==> config.mk <==
export PLATFORM = sky130hd
export DESIGN_NAME = c2c_ram
export DESIGN_NICKNAME = d
export VERILOG_FILES = /design/src/hdl/c2c_ram.sv
export SDC_FILE = /design/constraint.sdc
export NUM_CORES = 1
export LEC_CHECK = 0
export ABC_AREA = 0
export CORE_ASPECT_RATIO = 2
export CORE_UTILIZATION = 62
export DETAILED_ROUTE_END_ITERATION = 8
export DONT_BUFFER_PORTS = 1
export PLACE_DENSITY = 0.88
export REMOVE_ABC_BUFFERS = 1
export SYNTH_ARGS = -nofsm -noshare
export SYNTH_HDL_FRONTEND = slang
export SYNTH_SLANG_ARGS = --single-unit
==> constraint.sdc <==
create_clock -name clk -period 1.72 [get_ports clk]
set_input_delay 0.086 -clock clk [delete_from_list [all_inputs] [get_ports clk]]
set_output_delay 0.086 -clock clk [all_outputs]
set_load 0.01 [all_outputs]
==> src/hdl/c2c_ram.sv <==
// ============================================================================
// c2c_ram
// Generic simple dual-port RAM: one write port, one registered read port.
// ============================================================================
module c2c_ram #(
    parameter int WIDTH = 8,
    parameter int DEPTH = 16
) (
    input  logic                                   clk,
    input  logic                                   we,
    input  logic [(DEPTH > 1 ? $clog2(DEPTH) : 1)-1:0] waddr,
    input  logic [WIDTH-1:0]                       wdata,
    input  logic                                   re,
    input  logic [(DEPTH > 1 ? $clog2(DEPTH) : 1)-1:0] raddr,
    output logic [WIDTH-1:0]                       rdata
);
    logic [WIDTH-1:0] mem [DEPTH];

    always_ff @(posedge clk)
    begin
        if (we)
        begin
            mem[waddr] <= wdata;
        end
        if (re)
        begin
            rdata <= mem[raddr];
        end
    end
endmodule

---- Yosys cells after proc, flatten, opt, wreduce, memory -nomap -nowiden ----
Memories as Yosys holds them, arrays and structs flattened. A register that Yosys moved wholly into a read port is not among the register bits.
Index checks and enable logic that the tools add are counted.
cells by class
  multiplexer cells ....................... 2
operators by type and width
  kind    number
  $mux 1  2
storage, ports and cells
  memories kept ........................... 1
  logic and storage cells ................. 3
  RAM bits ................................ 128
  bits of input ports ..................... 19
  bits in registers ....................... 0
  output and inout port bits .............. 8
memory list
  name  words  bits a word  read ports  clocked after Yosys merged registers in  wr ports  line  text
  mem   16     8            1           1                                        1         17    logic [WIDTH-1:0] mem [DEPTH];

---- Longest topological paths before layout ----
  word-level depth ........................ 2
  mapped depth ............................ 5
  gate-level depth less buffers ........... 3

---- Worst setup path before layout ----
Ideal clock, no wire load.
  path kind ............................... input-to-reg
  start ................................... input waddr[2] (netlist name)
  end ..................................... memory mem[0][0], enable pin
  path buffers ............................ 0
  data required time ...................... 1.337 ns
  library setup time ...................... 0.383 ns
  stages on the path ...................... 2
  data arrival time ....................... 1.196 ns
  path slack .............................. 0.141 ns
  cell sequence ........................... or3b_2 nor3_1
RTL lines
  element             line  text
  start: declaration  11    input logic [(DEPTH > 1 ? $clog2(DEPTH) : 1)-1:0] waddr,
  end: declaration    17
Straight into the memory's write port.

==> flow_metrics.tcl <==
set metrics [dict create \
    status "completed" \
    io_buffers 0 \
    drive_gt1_share_pct 23.66 \
    cts_tree "built" \
    r2r_end "rdata[4]$_DFFE_PP_" \
    ios 27 \
    synth_top_area_share_pct 78.12 \
    max_freq_mhz 656.0 \
    slowest_stage "mux4_2" \
    cp_max_fo 1 \
    fin_skew_ns 0.003639 \
    core_sq_um 8233 \
    viasPerCell 6.448 \
    hpwl_um 6330 \
    rr_startpoint "mem[3][4]$_DFFE_PP_" \
    cts_buffers 17 \
    die_w_um 66.93 \
    synth_cells 229 \
    yosysWarnings 0 \
    cp.required_ns 1.88 \
    grt_overflow_total 0 \
    worstSetupStartpointType "flip-flop" \
    place_ws_ns 0.2339 \
    tns_ns 0 \
    slowest_delay_ns 0.51 \
    place_congestion 0.7517 \
    grt_pass1_wl_um 15280 \
    fin_nets 285 \
    postRouteAntennaNets 0 \
    cts.sinks 136 \
    maxCapViolations 0 \
    routedWlPerCell_um 26.71 \
    design.die.area_sq_um 8825 \
    htreeDepth 4 \
    clock_latency_ns 0.40 \
    clkTransAtPathRegs_ns 0.06 \
    power_density_nw_per_um2 1263 \
    wl_um 10070 \
    max-vdd-ir-drop_v 0.001056 \
    cp_num_buf_inv 0 \
    n_antenna_cell 0 \
    whs_endpoint "rdata[4]$_DFFE_PP_" \
    area_growth_pct 16.83 \
    rsz0062_at_grt "no" \
    antenna_found_initial 0 \
    dr_total_vias 2431 \
    fp-row-count 47 \
    worst_pin_slew_ns 0.6987 \
    hold_violations 0 \
    leakagePower_nw 2.034 \
    synth.cell_area_sq_um 5228 \
    hp-start "raddr[1]" \
    crit_cells 3 \
    grt_pass1_vias 2632 \
    synth_area_leader_cell "edfxtp_1" \
    die_h_um 131.9 \
    hold_class "primary input to flip-flop" \
    drtPass1Iterations 4 \
    worstSetupPathType "flip-flop to flip-flop" \
    synth_cell_types 18 \
    layout_setup_ws_ns 0.1955 \
    crit_path_cell_trace "mux4_2 > a22oi_1 > nand2_1" \
    cts-resized-gates 0 \
    synth_area_leaders "edfxtp_1 78%, mux4_2 7.8%, mux4_1 7.0%, a22oi_1 2.3%, nor2_1 0.93%" \
    clk_path_buf_depth 2 \
    worstRegToRegCells 3 \
    hold_depth 3 \
    setup_viol 0 \
    p_total_w 0.007713 \
    globalRouteTotalUtil_pct 26.37 \
    arrival_ns 1.68 \
    crit_family "multiplexers" \
    fin_crit_sh_pct 88.63 \
    slew_headroom_pct 53.25 \
    syn_avg_cell_area_sq_um 22.83 \
    reg2reg_slack_ns 0.20 \
    cp-end-kind "flip-flop" \
    finalCriticalPeriod_ns 1.524 \
    clock-root-buffer "clkbuf_16" \
    holdWs_ns 0.05135 \
    post-route-drc-count 0 \
    synth_seq_area_share_pct 78.12 \
    initialDrtViolationCount 187 \
    ys_ff_latch 136 \
    drv_slew 0 \
    initial_utilization_pct 63.50 \
    grt_max_degree 33 \
]
-- worst max-delay path by stage --
stage / start / end / slack [ns]
2_1_floorplan: waddr[2] / mem[0][0]$_DFFE_PP_ / 0.14
3_3_place_gp: mem[1][1]$_DFFE_PP_ / rdata[1]$_DFFE_PP_ / 0.28
3_5_place_dp: mem[2][1]$_DFFE_PP_ / rdata[1]$_DFFE_PP_ / 0.23
4_1_cts: mem[1][3]$_DFFE_PP_ / rdata[3]$_DFFE_PP_ / 0.21
5_1_grt: mem[3][4]$_DFFE_PP_ / rdata[4]$_DFFE_PP_ / 0.13
6_report: mem[3][4]$_DFFE_PP_ / rdata[4]$_DFFE_PP_ / 0.20
-- worst register-to-register path, cell delays in order (launching register included) --
cell and delay, ns:
edfxtp_1 0.40, mux4_2 0.51, a22oi_1 0.28, nand2_1 0.08
-- area by class of cell --
class                           instances  area (sq um)
Multi-Input combinational cell         83          1057
Tap cell                               98         122.6
Timing Repair Buffer                   28         232.7
Clock buffer                           19         432.9
Clock inverter                         13         177.7
Fill cell                             462          2126
Sequential cell                       136          4084
-- power breakdown --
| group | total, W | internal (W) | switching (W) |
|---|---|---|---|
| Sequential | 0.00377 | 0.00374 | 0.0000318 |
| Clock | 0.00368 | 0.00241 | 0.00127 |
| Combinational | 0.000264 | 0.000128 | 0.000136 |
| Total | 0.00771 | 0.00628 | 0.00143 |
-- cell usage in the layout, fill, tap and decap left out, types with 2 or more instances in the layout --
cell and n:
nand2_1 9, nand2b_1 2, nor3_1 4, clkbuf_1 2, bufinv_16 4, buf_4 19
mux4_1 14, nand3b_1 2, clkinv_1 2, dlygate4sd3_1 9, nor2_1 13, edfxtp_1 136
clkbuf_16 17, a22oi_1 16, mux4_2 18, clkinv_2 2, clkinvlp_4 3
-- cells in the mapped netlist --
library cell,n
mux4_1,14
nand3_1,1
edfxtp_1,136
buf_2,3
nand2b_1,2
buf_6,3
and2b_1,1
clkdlybuf4s25_2,3
mux4_2,18
nand3b_1,2
a22oi_1,16
nor2_1,13
and2_1,1
buf_4,1
nor3_1,4
nand2_1,9
nor2b_1,1
or3b_2,1
-- kinds of logic after synthesis --
| kind of cell | count (synthesis) | synth area share, % |
|---|---|---|
| buf+inv | 10 | 1.651 |
| compound gates | 16 | 2.298 |
| mux | 32 | 14.79 |
| simple gates | 35 | 3.136 |
| flops | 136 | 78.12 |
-- registers in the layout (all words and copies together) (netlist names) --
name,count
mem,128
rdata,8
-- layer usage --
layer | vias to the layer above | share of wire, % | track usage (%)
li1 | 1055 | - | -
met1 | 1243 | 34 | 30.40
met2 | 113 | 58 | 42.87
met3 | 20 | 5.2 | 7.958
met4 | 0 | 3.3 | 14.54
met5 | - | 0 | 0
-- metrics by stage --
stage,util (%),instances,area [sq um]
finish,74.18,377,6107
detailed placement,65.67,336,5406
floorplan,-,219,5141
CTS,74.18,377,6107
global route,74.18,377,6107
global placement,65.67,336,5406
-- timing repair --
item,CTS,global route
hold buffers,9,0
setup buffers,0,0
endpoints found under the hold margin,136,0
(Power assumes the default switching activity.)
